$ cat src/rtl/icv_pkg.sv
// Package for the IPv4 interface configuration validator.
// Holds the item and result types, status codes and the address-rule functions.
// No dependencies.
package icv_pkg;

  typedef enum logic [2:0] {
    ST_OK              = 3'd0,
    ST_DEVICE_CONFLICT = 3'd1,
    ST_OBJECT_CONFLICT = 3'd2,
    ST_TOO_MUCH_DATA   = 3'd3,
    ST_INVALID_VALUE   = 3'd4
  } status_t;

  localparam logic [1:0] METHOD_STATIC = 2'd0;
  localparam logic [1:0] METHOD_BOOTP  = 2'd1;
  localparam logic [1:0] METHOD_DHCP   = 2'd2;

  localparam logic [8:0] HDR_BYTES = 9'd20;
  localparam logic signed [7:0] BAD_COUNT = -8'sd1;

  localparam logic [31:0] CLASS_D_MASK  = 32'hE000_0000;
  localparam logic [31:0] TOP_OCTET     = 32'hFF00_0000;
  localparam logic [31:0] LOOPBACK_NET  = 32'h7F00_0000;

  typedef struct packed {
    logic [31:0] host_ip;
    logic [31:0] subnet_mask;
    logic [31:0] gateway;
    logic [31:0] dns_primary;
    logic [31:0] dns_secondary;
    logic [15:0] domain_length;
    logic        io_connection_active;
  } item_t;

  typedef struct packed {
    status_t            status;
    logic               accepted;
    logic signed [7:0]  decoded_bytes;
  } result_t;

  // contiguous prefix: two's complement of the mask is a single bit
  function automatic logic mask_ok(input logic [31:0] m);
    logic [31:0] h;
    h = (~m) + 32'd1;
    return (h != 32'd0) && ((h & (h - 32'd1)) == 32'd0) && (m != 32'hFFFF_FFFF);
  endfunction

  function automatic logic class_abc(input logic [31:0] a);
    return (a & CLASS_D_MASK) != CLASS_D_MASK;
  endfunction

  function automatic logic loopback(input logic [31:0] a);
    return (a & TOP_OCTET) == LOOPBACK_NET;
  endfunction

  function automatic logic net_or_bcast(input logic [31:0] a, input logic [31:0] m);
    return ((a & m) == a) || ((a | ~m) == a);
  endfunction

endpackage

$ cat src/rtl/icv_if.sv
// Channel interfaces for the validator: request, response and configuration.
// Depends on icv_pkg for nothing but keeps field widths of the item types.
interface icv_req_if;
  logic        valid;
  logic        ready;
  logic [31:0] host_ip;
  logic [31:0] subnet_mask;
  logic [31:0] gateway;
  logic [31:0] dns_primary;
  logic [31:0] dns_secondary;
  logic [15:0] domain_length;
  logic        io_connection_active;

  modport source (output valid, host_ip, subnet_mask, gateway, dns_primary,
                  dns_secondary, domain_length, io_connection_active,
                  input ready);
  modport sink (input valid, host_ip, subnet_mask, gateway, dns_primary,
                dns_secondary, domain_length, io_connection_active,
                output ready);
endinterface

interface icv_rsp_if;
  logic              valid;
  logic              ready;
  logic [2:0]        status_code;
  logic              accepted;
  logic signed [7:0] decoded_bytes;
  logic              config_pending;

  modport source (output valid, status_code, accepted, decoded_bytes, config_pending,
                  input ready);
  modport sink (input valid, status_code, accepted, decoded_bytes, config_pending,
                output ready);
endinterface

interface icv_cfg_if;
  logic       valid;
  logic       ready;
  logic [1:0] config_method;

  modport source (output valid, config_method, input ready);
  modport sink (input valid, config_method, output ready);
endinterface

$ cat src/rtl/icv_check.sv
// Combinational rule check of one registered configuration item.
// Depends on icv_pkg (types, status codes, address-rule functions).
module icv_check
  import icv_pkg::*;
#(
  parameter int unsigned DOMAIN_MAX_LEN = 48
) (
  input  item_t      item,
  input  logic [1:0] method,
  output result_t    result
);

  logic       mask_nz;
  logic       gw_nz;
  logic       net_ok;
  logic [8:0] padded;
  logic [8:0] count;

  assign mask_nz = item.subnet_mask != 32'd0;
  assign gw_nz   = item.gateway != 32'd0;

  always_comb begin
    net_ok = 1'b1;
    if (item.host_ip == 32'd0) net_ok = 1'b0;
    if (mask_nz && !mask_ok(item.subnet_mask)) net_ok = 1'b0;
    if (!class_abc(item.host_ip) || !class_abc(item.gateway) ||
        !class_abc(item.dns_primary) || !class_abc(item.dns_secondary)) begin
      net_ok = 1'b0;
    end
    if (loopback(item.host_ip) || loopback(item.gateway)) net_ok = 1'b0;
    if (net_or_bcast(item.host_ip, item.subnet_mask)) net_ok = 1'b0;
    if (gw_nz && net_or_bcast(item.gateway, item.subnet_mask)) net_ok = 1'b0;
    if (gw_nz && mask_nz &&
        ((item.host_ip & item.subnet_mask) != (item.gateway & item.subnet_mask))) begin
      net_ok = 1'b0;
    end
  end

  // length is at most DOMAIN_MAX_LEN whenever it is used, so the low byte suffices for limits up to 255
  assign padded = ({1'b0, item.domain_length[7:0]} + 9'd1) & ~9'd1;
  assign count  = HDR_BYTES + padded;

  always_comb begin
    result.accepted      = 1'b0;
    result.decoded_bytes = BAD_COUNT;
    if (item.io_connection_active) begin
      result.status = ST_DEVICE_CONFLICT;
    end else if (method != METHOD_STATIC) begin
      result.status = ST_OBJECT_CONFLICT;
    end else if (item.domain_length > 16'(DOMAIN_MAX_LEN)) begin
      result.status = ST_TOO_MUCH_DATA;
    end else if (!net_ok) begin
      result.status = ST_INVALID_VALUE;
    end else begin
      result.status        = ST_OK;
      result.accepted      = 1'b1;
      result.decoded_bytes = signed'(count[7:0]);
    end
  end

endmodule

$ cat src/rtl/ipv4_interface_config_validator.sv
// IPv4 interface configuration validator: one proposed configuration per request
// item, one response item carrying status, accept flag, byte count and the sticky
// change-pending flag. An item is registered in the input stage on accept, checked
// by the combinational rule logic and its result registered in the output stage,
// from which the response is offered; one item is taken every cycle when the response
// side keeps ready high, with the check logic between the two registers. Request ready
// follows response ready only when both stages hold items. config_method resets to DHCP;
// the user is to write it only while the block is idle, which the block does not enforce.
// The pending flag is cleared only by reset. Depends on icv_pkg, icv_if and icv_check.
module ipv4_interface_config_validator
  import icv_pkg::*;
#(
  parameter int unsigned DOMAIN_MAX_LEN = 48
) (
  input logic         clk,
  input logic         rst,
  icv_req_if.sink     request,
  icv_rsp_if.source   response,
  icv_cfg_if.sink     cfg
);

  logic [1:0] config_method;
  logic       stage_valid;
  item_t      stage_item;
  logic       out_valid;
  result_t    out_res;
  logic       out_pending;
  logic       pending;
  logic       pending_next;
  result_t    check_res;
  logic       load_out;
  logic       req_fire;

  icv_check #(.DOMAIN_MAX_LEN(DOMAIN_MAX_LEN)) u_check (
    .item   (stage_item),
    .method (config_method),
    .result (check_res)
  );

  assign load_out       = stage_valid && (!out_valid || response.ready);
  assign request.ready  = !stage_valid || load_out;
  assign req_fire       = request.valid && request.ready;
  assign cfg.ready      = 1'b1;
  assign pending_next   = pending | (load_out & check_res.accepted);

  always_ff @(posedge clk) begin
    if (rst) begin
      config_method <= METHOD_DHCP;
      stage_valid   <= 1'b0;
      out_valid     <= 1'b0;
      pending       <= 1'b0;
    end else begin
      if (cfg.valid && cfg.ready) config_method <= cfg.config_method;
      if (req_fire) begin
        stage_valid <= 1'b1;
      end else if (load_out) begin
        stage_valid <= 1'b0;
      end
      if (load_out) begin
        out_valid <= 1'b1;
      end else if (response.ready) begin
        out_valid <= 1'b0;
      end
      pending <= pending_next;
    end
  end

  always_ff @(posedge clk) begin
    if (req_fire) begin
      stage_item.host_ip              <= request.host_ip;
      stage_item.subnet_mask          <= request.subnet_mask;
      stage_item.gateway              <= request.gateway;
      stage_item.dns_primary          <= request.dns_primary;
      stage_item.dns_secondary        <= request.dns_secondary;
      stage_item.domain_length        <= request.domain_length;
      stage_item.io_connection_active <= request.io_connection_active;
    end
    if (load_out) begin
      out_res     <= check_res;
      out_pending <= pending_next;
    end
  end

  assign response.valid          = out_valid;
  assign response.status_code    = out_res.status;
  assign response.accepted       = out_res.accepted;
  assign response.decoded_bytes  = out_res.decoded_bytes;
  assign response.config_pending = out_pending;

  a_accept_sets_pending: assert property (@(posedge clk) disable iff (rst)
    response.valid && response.accepted |-> response.config_pending)
    else $error("accepted item without pending flag");

  a_pending_sticky: assert property (@(posedge clk) disable iff (rst)
    pending |=> pending)
    else $error("pending flag cleared without reset");

  a_reject_count: assert property (@(posedge clk) disable iff (rst)
    response.valid && !response.accepted |-> response.decoded_bytes == BAD_COUNT)
    else $error("rejected item carries a byte count");

  a_stall_keeps_result: assert property (@(posedge clk) disable iff (rst)
    out_valid && !response.ready |=> out_valid)
    else $error("stalled result dropped");

  a_accept_fills_stage: assert property (@(posedge clk) disable iff (rst)
    req_fire |=> stage_valid)
    else $error("accepted item not held in input stage");

endmodule

$ cat src/flat_wrapper.sv
// flat-port wrapper written by rule: the top's interface ports become plain ports
module ipv4_interface_config_validator_flat import icv_pkg::*;
#(
  parameter int unsigned DOMAIN_MAX_LEN = 48
)
  (clk, rst, request_valid, request_host_ip, request_subnet_mask, request_gateway, request_dns_primary, request_dns_secondary, request_domain_length, request_io_connection_active, request_ready, response_valid, response_status_code, response_accepted, response_decoded_bytes, response_config_pending, response_ready, cfg_valid, cfg_config_method, cfg_ready);
  icv_req_if request_i ();
  icv_rsp_if response_i ();
  icv_cfg_if cfg_i ();
  input logic clk;
  input logic rst;
  input wire logic [$bits(request_i.valid)-1:0] request_valid;
  input wire logic [$bits(request_i.host_ip)-1:0] request_host_ip;
  input wire logic [$bits(request_i.subnet_mask)-1:0] request_subnet_mask;
  input wire logic [$bits(request_i.gateway)-1:0] request_gateway;
  input wire logic [$bits(request_i.dns_primary)-1:0] request_dns_primary;
  input wire logic [$bits(request_i.dns_secondary)-1:0] request_dns_secondary;
  input wire logic [$bits(request_i.domain_length)-1:0] request_domain_length;
  input wire logic [$bits(request_i.io_connection_active)-1:0] request_io_connection_active;
  output wire logic [$bits(request_i.ready)-1:0] request_ready;
  output wire logic [$bits(response_i.valid)-1:0] response_valid;
  output wire logic [$bits(response_i.status_code)-1:0] response_status_code;
  output wire logic [$bits(response_i.accepted)-1:0] response_accepted;
  output wire logic [$bits(response_i.decoded_bytes)-1:0] response_decoded_bytes;
  output wire logic [$bits(response_i.config_pending)-1:0] response_config_pending;
  input wire logic [$bits(response_i.ready)-1:0] response_ready;
  input wire logic [$bits(cfg_i.valid)-1:0] cfg_valid;
  input wire logic [$bits(cfg_i.config_method)-1:0] cfg_config_method;
  output wire logic [$bits(cfg_i.ready)-1:0] cfg_ready;
  assign request_i.valid = request_valid;
  assign request_i.host_ip = request_host_ip;
  assign request_i.subnet_mask = request_subnet_mask;
  assign request_i.gateway = request_gateway;
  assign request_i.dns_primary = request_dns_primary;
  assign request_i.dns_secondary = request_dns_secondary;
  assign request_i.domain_length = request_domain_length;
  assign request_i.io_connection_active = request_io_connection_active;
  assign request_ready = request_i.ready;
  assign response_valid = response_i.valid;
  assign response_status_code = response_i.status_code;
  assign response_accepted = response_i.accepted;
  assign response_decoded_bytes = response_i.decoded_bytes;
  assign response_config_pending = response_i.config_pending;
  assign response_i.ready = response_ready;
  assign cfg_i.valid = cfg_valid;
  assign cfg_i.config_method = cfg_config_method;
  assign cfg_ready = cfg_i.ready;
  ipv4_interface_config_validator #(.DOMAIN_MAX_LEN(DOMAIN_MAX_LEN)) u_core (.clk(clk), .rst(rst), .request(request_i), .response(response_i), .cfg(cfg_i));
endmodule
$ cat config.mk
export PLATFORM = sky130hd
export DESIGN_NAME = ipv4_interface_config_validator_flat
export DESIGN_NICKNAME = d
export VERILOG_FILES = /design/src/rtl/icv_pkg.sv /design/src/rtl/icv_if.sv /design/src/rtl/icv_check.sv /design/src/rtl/ipv4_interface_config_validator.sv /design/src/flat_wrapper.sv
export SDC_FILE = /design/constraint.sdc
export NUM_CORES = 1
export LEC_CHECK = 0
export ABC_AREA = 1
export BUFFER_PORTS_ARGS = -buffer_cell sky130_fd_sc_hd__buf_2
export CAP_MARGIN = 15
export CELL_PAD_IN_SITES_DETAIL_PLACEMENT = 2
export CELL_PAD_IN_SITES_GLOBAL_PLACEMENT = 2
export CORE_MARGIN = 2
export CORE_UTILIZATION = 30
export CTS_CLUSTER_SIZE = 20
export DETAILED_ROUTE_END_ITERATION = 12
export GPL_TIMING_DRIVEN = 0
export PLACE_DENSITY_LB_ADDON = 0.1
export SYNTH_ARGS = -nofsm -noshare
export SYNTH_HDL_FRONTEND = slang
export SYNTH_SLANG_ARGS = --single-unit
$ cat constraint.sdc
create_clock -name clk -period 6.61 [get_ports clk]
set_input_delay 0.661 -clock clk [delete_from_list [all_inputs] [get_ports clk]]
set_output_delay 0.661 -clock clk [all_outputs]
set_load 0.005 [all_outputs]
==> reports/qor.csv, run 1 <==
metric,value,unit
status,finished clean,
final_cell_mix,"nand2_1 (237), buf_2 (145), edfxtp_1 (132)",
grt_pass1_vias,8430,
power.density,230,mW/mm^2
drive_above_1_share,23.7,%
cp_max_fo,9,
dpl.hpwl,25300,um
fp.dieW,170,um
clock_latency,430,ps
fin_crit_sh,57.5,%
hold_ws,398,ps
fin_skew,15.6,ps
wire_per_inst,20.8,um
max_clock_freq,0.263,GHz
worstSetupPathType,register to register,
ys_types,51,
synth-edff-count,132,
clk_path_buf_depth,2,
reg2reg_slack,2810,ps
clock-root-buffer,clkbuf_16,
maxCapViolCount,0,
cts_setup_buffers,0,
min_period,3800,ps
cts.sinks,137,
hold_violations,0,
cp.depth,21,
setup_viol,0,
rsz0062_at_grt,no,
end_kind,register,
grt_pass1_wl,48800,um
drc,0,
drt-total-wl,31200,um
worst_r2r_startpoint,u_core.stage_item[114],
crit_family,simple AND/OR/NAND/NOR gates,
final_max_slew_viol_count,0,
antenna_found_initial,2,
cts_tree,done,
syn_area,0.00825,sq mm
core.rowCount,60,
die_area,0.0288,sq mm
tightest_slew,764,ps
layout.nets,1335,
coreArea,0.0270,sq mm
grt_start_max_net_pins,61,
postSynthNetCount,1173,
fp.dieH,170,um
path_cells,"inv_1, ha_1, inv_1, ha_1, nand2_1, nor2_1, nand3_1, nor2_1, nand2_1, nor2_2, nand2_1, nor2_1, nand2_1, nand2_1, nand2_1, nor2_1, nand2_1, o21ai_4, nand2_4, nor2_8, nand3_2",
ys_ff_latch,137,
setup-tns-final,0,ps
drt_iter0_drc,342,
required,6780,ps
slew_headroom,48.6,%
ir_worst_vdd,0.229,mV
grt.overflow.total,0,
leakage,4.19,nW
io_pins,200,
critPathMostFrequentCell,nand2_1,
critPathLaunchType,register,
vias,7675,
numCtsBuffers,17,
cp.arrival,3970,ps
crit_path_max_incr_delay,540,ps
clk_pin_slew_worst_paths,70,ps
slowest_stage,edfxtp_1,
crit_end,u_core.response.decoded_bytes[4],
async_reset_ff_share,0,%
rr_endpoint,u_core.response.decoded_bytes[4],
seq_area_frac_synth,49.3,%
synth_top_flop_cell,edfxtp_1,
area_delta_synth_final,21.7,%
cts-resized-gates,0,
io_buffers,140,
synth.avg_cell_area,8.41,sq um
cp-startpoint,u_core.stage_item[114],
drt.antenna.violating_nets,0,
postCtsHoldBufs,0,
grt_use_total,22.5,%
vias_per_cell,5.12,
start_util,30.6,%
yosys_warnings,0,
worst-path-buf-inv,2,
ff2ff_path_depth,21,
layout_commonest_cell,nand2_1,
htreeDepth,4,
drt-pass1-iter-count,7,
min_path_type,primary input to register,
synth_cells,981,
routabilityCongestion,0.827,
[power breakdown]
part	switching, mW	total [mW]	internal (mW)
Combinational	0.187	0.285	0.0982
Clock	0.452	0.961	0.510
Sequential	0.0501	1.06	1.01
[per-stage QoR]
step | utilization, % | power [mW] | worst slack, ps | instance area [sq um] | std cells
after floorplan | - | 1.22 | 2930 | 8250 | 981
after global placement | 34.8 | 1.35 | 1820 | 9380 | 1462
after detailed placement | 35.0 | 1.36 | 2770 | 9430 | 1465
after CTS | 37.2 | 2.33 | 2740 | 10000 | 1497
after global routing | 37.2 | 2.41 | 2330 | 10000 | 1498
final | 37.2 | 2.30 | 2810 | 10000 | 1498
[state kept, by name (all words and copies together), names as in the netlist]
name	cells
u_core.config_method	2
u_core.stage_item	119
u_core.response.config_pending	1
u_core.stage_valid	1
u_core.response.valid	1
u_core.response.accepted	1
u_core.response.status_code	3
u_core.pending	1
u_core.response.decoded_bytes	8
[worst reg2reg max path: cells and delay by family, from the launching register on]
| family | cells | cell delay (ps) |
|---|---|---|
| and+or+nand+nor | 16 | 1780 |
| adders and majority gates | 2 | 650 |
| DFF | 1 | 540 |
| buffers and inverters | 2 | 360 |
| AOI/OAI and AO/OA | 1 | 210 |
[cell families after synthesis]
family	after synthesis	share of synthesized area, %
AO/OA/AOI/OAI	149	10.8
XOR/XNOR	5	0.531
adder cells (fa/ha/maj)	8	1.21
buffers and inverters	140	7.05
flip-flops	137	49.3
other	1	0.0455
AND/OR/NAND/NOR	541	31.0
[final cells by class]
class                      count  area, sq um
clock inverter                15          175
antenna                        1         2.50
inverter                     117          442
timing repair buffer         143          756
sequential                   137         4060
clock buffer                  17          425
fill                        3097        16900
tap                          341          427
buffer                        23          143
multi-input combinational    704         3600
[cells in the mapped netlist (all sizes together) (11+ instances only)]
library cell  instances  share of area (%)
nand2               264                 13
nor2                152                9.1
edfxtp              132                 48
inv                 116                5.3
nand3                64                4.3
o21ai                45                2.9
a21oi                43                2.7
o22ai                32                2.4
nand4                30                2.3
nor4                 18                1.4
buf                  12                1.2
clkbuf               11               0.52
[per-layer routing]
| layer | part of all wire (%) | global-route usage (%) | up-vias |
|---|---|---|---|
| li1 | - | - | 3692 |
| met1 | 46 | 30.1 | 3795 |
| met2 | 49 | 38.0 | 148 |
| met3 | 3.0 | 2.93 | 38 |
| met4 | 2.1 | 6.65 | 2 |
| met5 | 0.035 | 0 | - |
[worst min path at each step]
stage                                   from                     end  slack [ps]  cells past startpoint
global placement              u_core.pending          u_core.pending         440                      2
global route        request_domain_length[1]    u_core.stage_item[2]         380                      1
detailed placement            u_core.pending          u_core.pending         460                      2
CTS                 request_domain_length[0]    u_core.stage_item[1]         380                      1
floorplan                     u_core.pending          u_core.pending         430                      2
finish               request_subnet_mask[12]  u_core.stage_item[125]         400                      1
(Power assumes the default switching activity.)
==> inputs of run 2 (changes only) <==
--- a/config.mk
+++ b/config.mk
@@ -5,7 +5,7 @@
 export SDC_FILE = /design/constraint.sdc
 export NUM_CORES = 1
 export LEC_CHECK = 0
-export ABC_AREA = 1
+export ABC_AREA = 0
 export BUFFER_PORTS_ARGS = -buffer_cell sky130_fd_sc_hd__buf_2
 export CAP_MARGIN = 15
 export CELL_PAD_IN_SITES_DETAIL_PLACEMENT = 2
==> constraint.sdc (replaced) <==
create_clock -name clk -period 3.15 [get_ports clk]
set_input_delay 0.315 -clock clk [delete_from_list [all_inputs] [get_ports clk]]
set_output_delay 0.315 -clock clk [all_outputs]
set_load 0.005 [all_outputs]
==> run 2 against run 1 <==
The run now ends with negative setup slack left. Die area down 0.90%. Clock-buffer cell count up 1. Clock power up 120%. Combinational power increased by 140%. Largest cell class is now multi-input gates. Largest power group unchanged.
==> reports/qor.csv, run 2 <==
metric,value,unit,change
status,finished with violations,,
violations,negative setup slack,,
tightest_slew,867,ps,+103 ps
coreArea,0.0269,sq mm,-0.28%
max_clock_freq,0.262,GHz,-0.49%
stdcell_area,0.0107,sq mm,+6.6%
drt-total-wl,35500,um,+14%
yosysTopAreaCell,edfxtp_1,,
grt_pass1_wl,52900,um,+8.4%
io_buffers,140,,unchanged
ys_top_cells_by_area,"edfxtp_1 (48%), xor2_1 (4.7%), nor4_1 (3.1%)",,
core.rowCount,60,,unchanged
slew_headroom,40.7,%,-7.9 points
final_cell_mix,"buf_2 (146), edfxtp_1 (132), xor2_1 (44)",,
crit_path_max_incr_delay,560,ps,+20 ps
largest_register_ffs,119,,unchanged
grt.overflow.total,0,,unchanged
clock_latency,440,ps,about the same
use_met2,41.7,%,+3.7 points
final_cells,1298,,-13%
ys_types,83,,+63%
synth.avg_cell_area,10.9,sq um,+29%
fin_util,39.8,%,+2.6 points
seq_area_frac_synth,49.7,%,+0.46 points
ys_ff_latch,137,,unchanged
io_pins,200,,unchanged
final_max_slew_viol_count,0,,unchanged
dpl.hpwl,26800,um,+5.7%
die_area,0.0286,sq mm,-0.90%
cts.sinks,137,,unchanged
clk_pin_slew_worst_paths,80,ps,about the same
synth_cells,752,,-23%
p_comb_share,13.8,%,+1.4 points
synth_top_cell_area_share,48.5,%,+0.45 points
async_reset_ff_share,0,%,unchanged
dp_cells,1234,,-16%
leakage,3.89,nW,-7.1%
area_delta_synth_final,31.0,%,
regMostFlops,u_core.stage_item,,
path_cells,"clkbuf_1, clkbuf_2, xor2_1, o22ai_2, o211ai_1, a2111oi_2, o2bb2ai_1, or4_4, nor4b_2, a31o_1, buf_6, nand3b_1",,
pwr-share-clk,41.6,%,about the same
cp.arrival,3990,ps,+20 ps
grt_use_total,25.2,%,+2.8 points
vias_per_cell,5.73,,+12%
worstSetupPathType,register to register,,
numCtsBuffers,17,,unchanged
seqPwrFrac,44.6,%,-1.3 points
crit_family,compound AO/OA/AOI/OAI gates,,
layout.nets,1136,,-15%
drc,0,,unchanged
cp_max_fo,10,,+1
drt_iter0_drc,478,,+40%
yosys_warnings,0,,unchanged
grt.busiest_layer,met2,,
cts_tree,done,,
drt.antenna.violating_nets,0,,unchanged
htreeDepth,4,,unchanged
ir_worst_vdd,0.291,mV,+27%
grtUsageMet1,33.7,%,+3.6 points
yosysMostFrequentCell,edfxtp_1,,
synth-edff-count,132,,unchanged
placed_area,0.00942,sq mm,-0.16%
antenna_found_initial,1,,-1
synth_top_flop_cell,edfxtp_1,,
power.density,470,mW/mm^2,+100%
grt_start_max_net_pins,69,,+13%
start_util,30.4,%,-0.20 points
grt_pass1_vias,8250,,-2.1%
maxCapViolCount,0,,unchanged
critPathLaunchType,register,,
hold_violations,0,,unchanged
postCtsHoldBufs,0,,unchanged
slowest_stage,or4_4,,
rsz0062_at_grt,yes,,
drt-pass1-iter-count,4,,-3
postSynthNetCount,944,,-20%
ys_top_cells_by_count,"edfxtp_1 (132), xor2_1 (44), inv_1 (42)",,
layout_commonest_cell,buf_2,,
clk_path_buf_depth,2,,unchanged
setup-tns-final,-7090,ps,-7090 ps
fin_crit_sh,121,%,+64 points
switching_share,30.2,%,+0.28 points
antenna_cells,0,,-1
worst-path-buf-inv,3,,+1
p_int,3.51,mW,+120%
p_switching,1.52,mW,+120%
use_met3,3.41,%,+0.48 points
min_path_type,primary input to register,,
syn_area,0.00817,sq mm,-0.93%
routabilityCongestion,0.994,,+20%
wire_per_inst,27.4,um,+31%
fp.dieW,169,um,-0.45%
min_period,3820,ps,+18.6 ps
fp.dieH,169,um,-0.45%
vias,7440,,-3.1%
end_kind,register,,
clock-root-buffer,clkbuf_16,,
worst_slack,-671,ps,-3480 ps
required,3320,ps,-3460 ps
fin_skew,19.1,ps,+3.52 ps
setup_viol,12,,+12
drive_above_1_share,33.2,%,+9.5 points
-- run 2: cell types whose count changed after synthesis, sizes merged, moves of 27 or more --
cell / before / now
nor2: 152 / 33
nor4: 18 / 45
inv: 116 / 42
nand2: 264 / 36
a21oi: 43 / 15
nand3: 64 / 25
o21ai: 45 / 11
xor2: 4 / 45
-- run 2: layer usage --
layer	share of wire (%)	vias to the layer above
met3	3.7	67
met5	0.034	-
met1	44	3808
met2	49	221
met4	3.2	2
li1	-	3342
-- run 2: cell families after synthesis --
group | count (synthesis) | synth area share, %
flip-flops | 137 | 49.7
other | 1 | 0.0459
buffers and inverters | 88 | 4.85
adder cells (fa/ha/maj) | 8 | 1.22
multiplexers | 7 | 0.949
AO/OA/AOI/OAI | 167 | 15.0
XOR/XNOR | 71 | 7.70
AND/OR/NAND/NOR | 273 | 20.5
-- run 2: final timing paths --
path | startpoint | end | slack (ps) | depth (start not counted)
setup / recovery | u_core.stage_item[119] | u_core.response.decoded_bytes[3] | -670 | 12
hold / removal | request_domain_length[7] | u_core.stage_item[8] | 50 | 1
setup reg to reg | u_core.stage_item[119] | u_core.response.decoded_bytes[3] | -670 | 12
hold reg to reg | u_core.pending | u_core.response.config_pending | 500 | 2
-- run 2: repair_timing --
item                                    4_1_cts  5_1_grt
endpoints found under the setup margin       12       12
resized for setup                            55       34
pin swaps                                    19       10
buffers inserted                             20       15
endpoints found under the hold margin         0        0
-- run 2: layout make-up --
| class | instances | area, sq um |
|---|---|---|
| Inverter | 42 | 173 |
| Multi-Input combinational cell | 527 | 4180 |
| Tap cell | 341 | 427 |
| Clock buffer | 18 | 429 |
| Clock inverter | 14 | 155 |
| Buffer | 42 | 258 |
| Timing Repair Buffer | 177 | 1010 |
| Sequential cell | 137 | 4060 |
| Fill cell | 2838 | 16200 |
-- run 2: power by group through the flow --
stage | Combinational, mW | Sequential, mW | Clock [mW]
final | 0.693 | 2.24 | 2.09
after global routing | 0.747 | 2.25 | 2.20
after CTS | 0.663 | 2.24 | 2.14
after detailed placement | 0.626 | 2.27 | 0
after global placement | 0.599 | 2.28 | 0
after floorplan | 0.366 | 2.22 | 0
-- run 2: through the flow --
stage | hold slack (ps) | power [mW] | worst slack, ps
2_1_floorplan | 384 | 2.58 | -260
3_3_place_gp | 492 | 2.87 | -1130
3_5_place_dp | 494 | 2.90 | -1180
4_1_cts | 30.6 | 5.04 | -635
5_1_grt | 41.6 | 5.20 | -813
6_report | 46.2 | 5.03 | -671
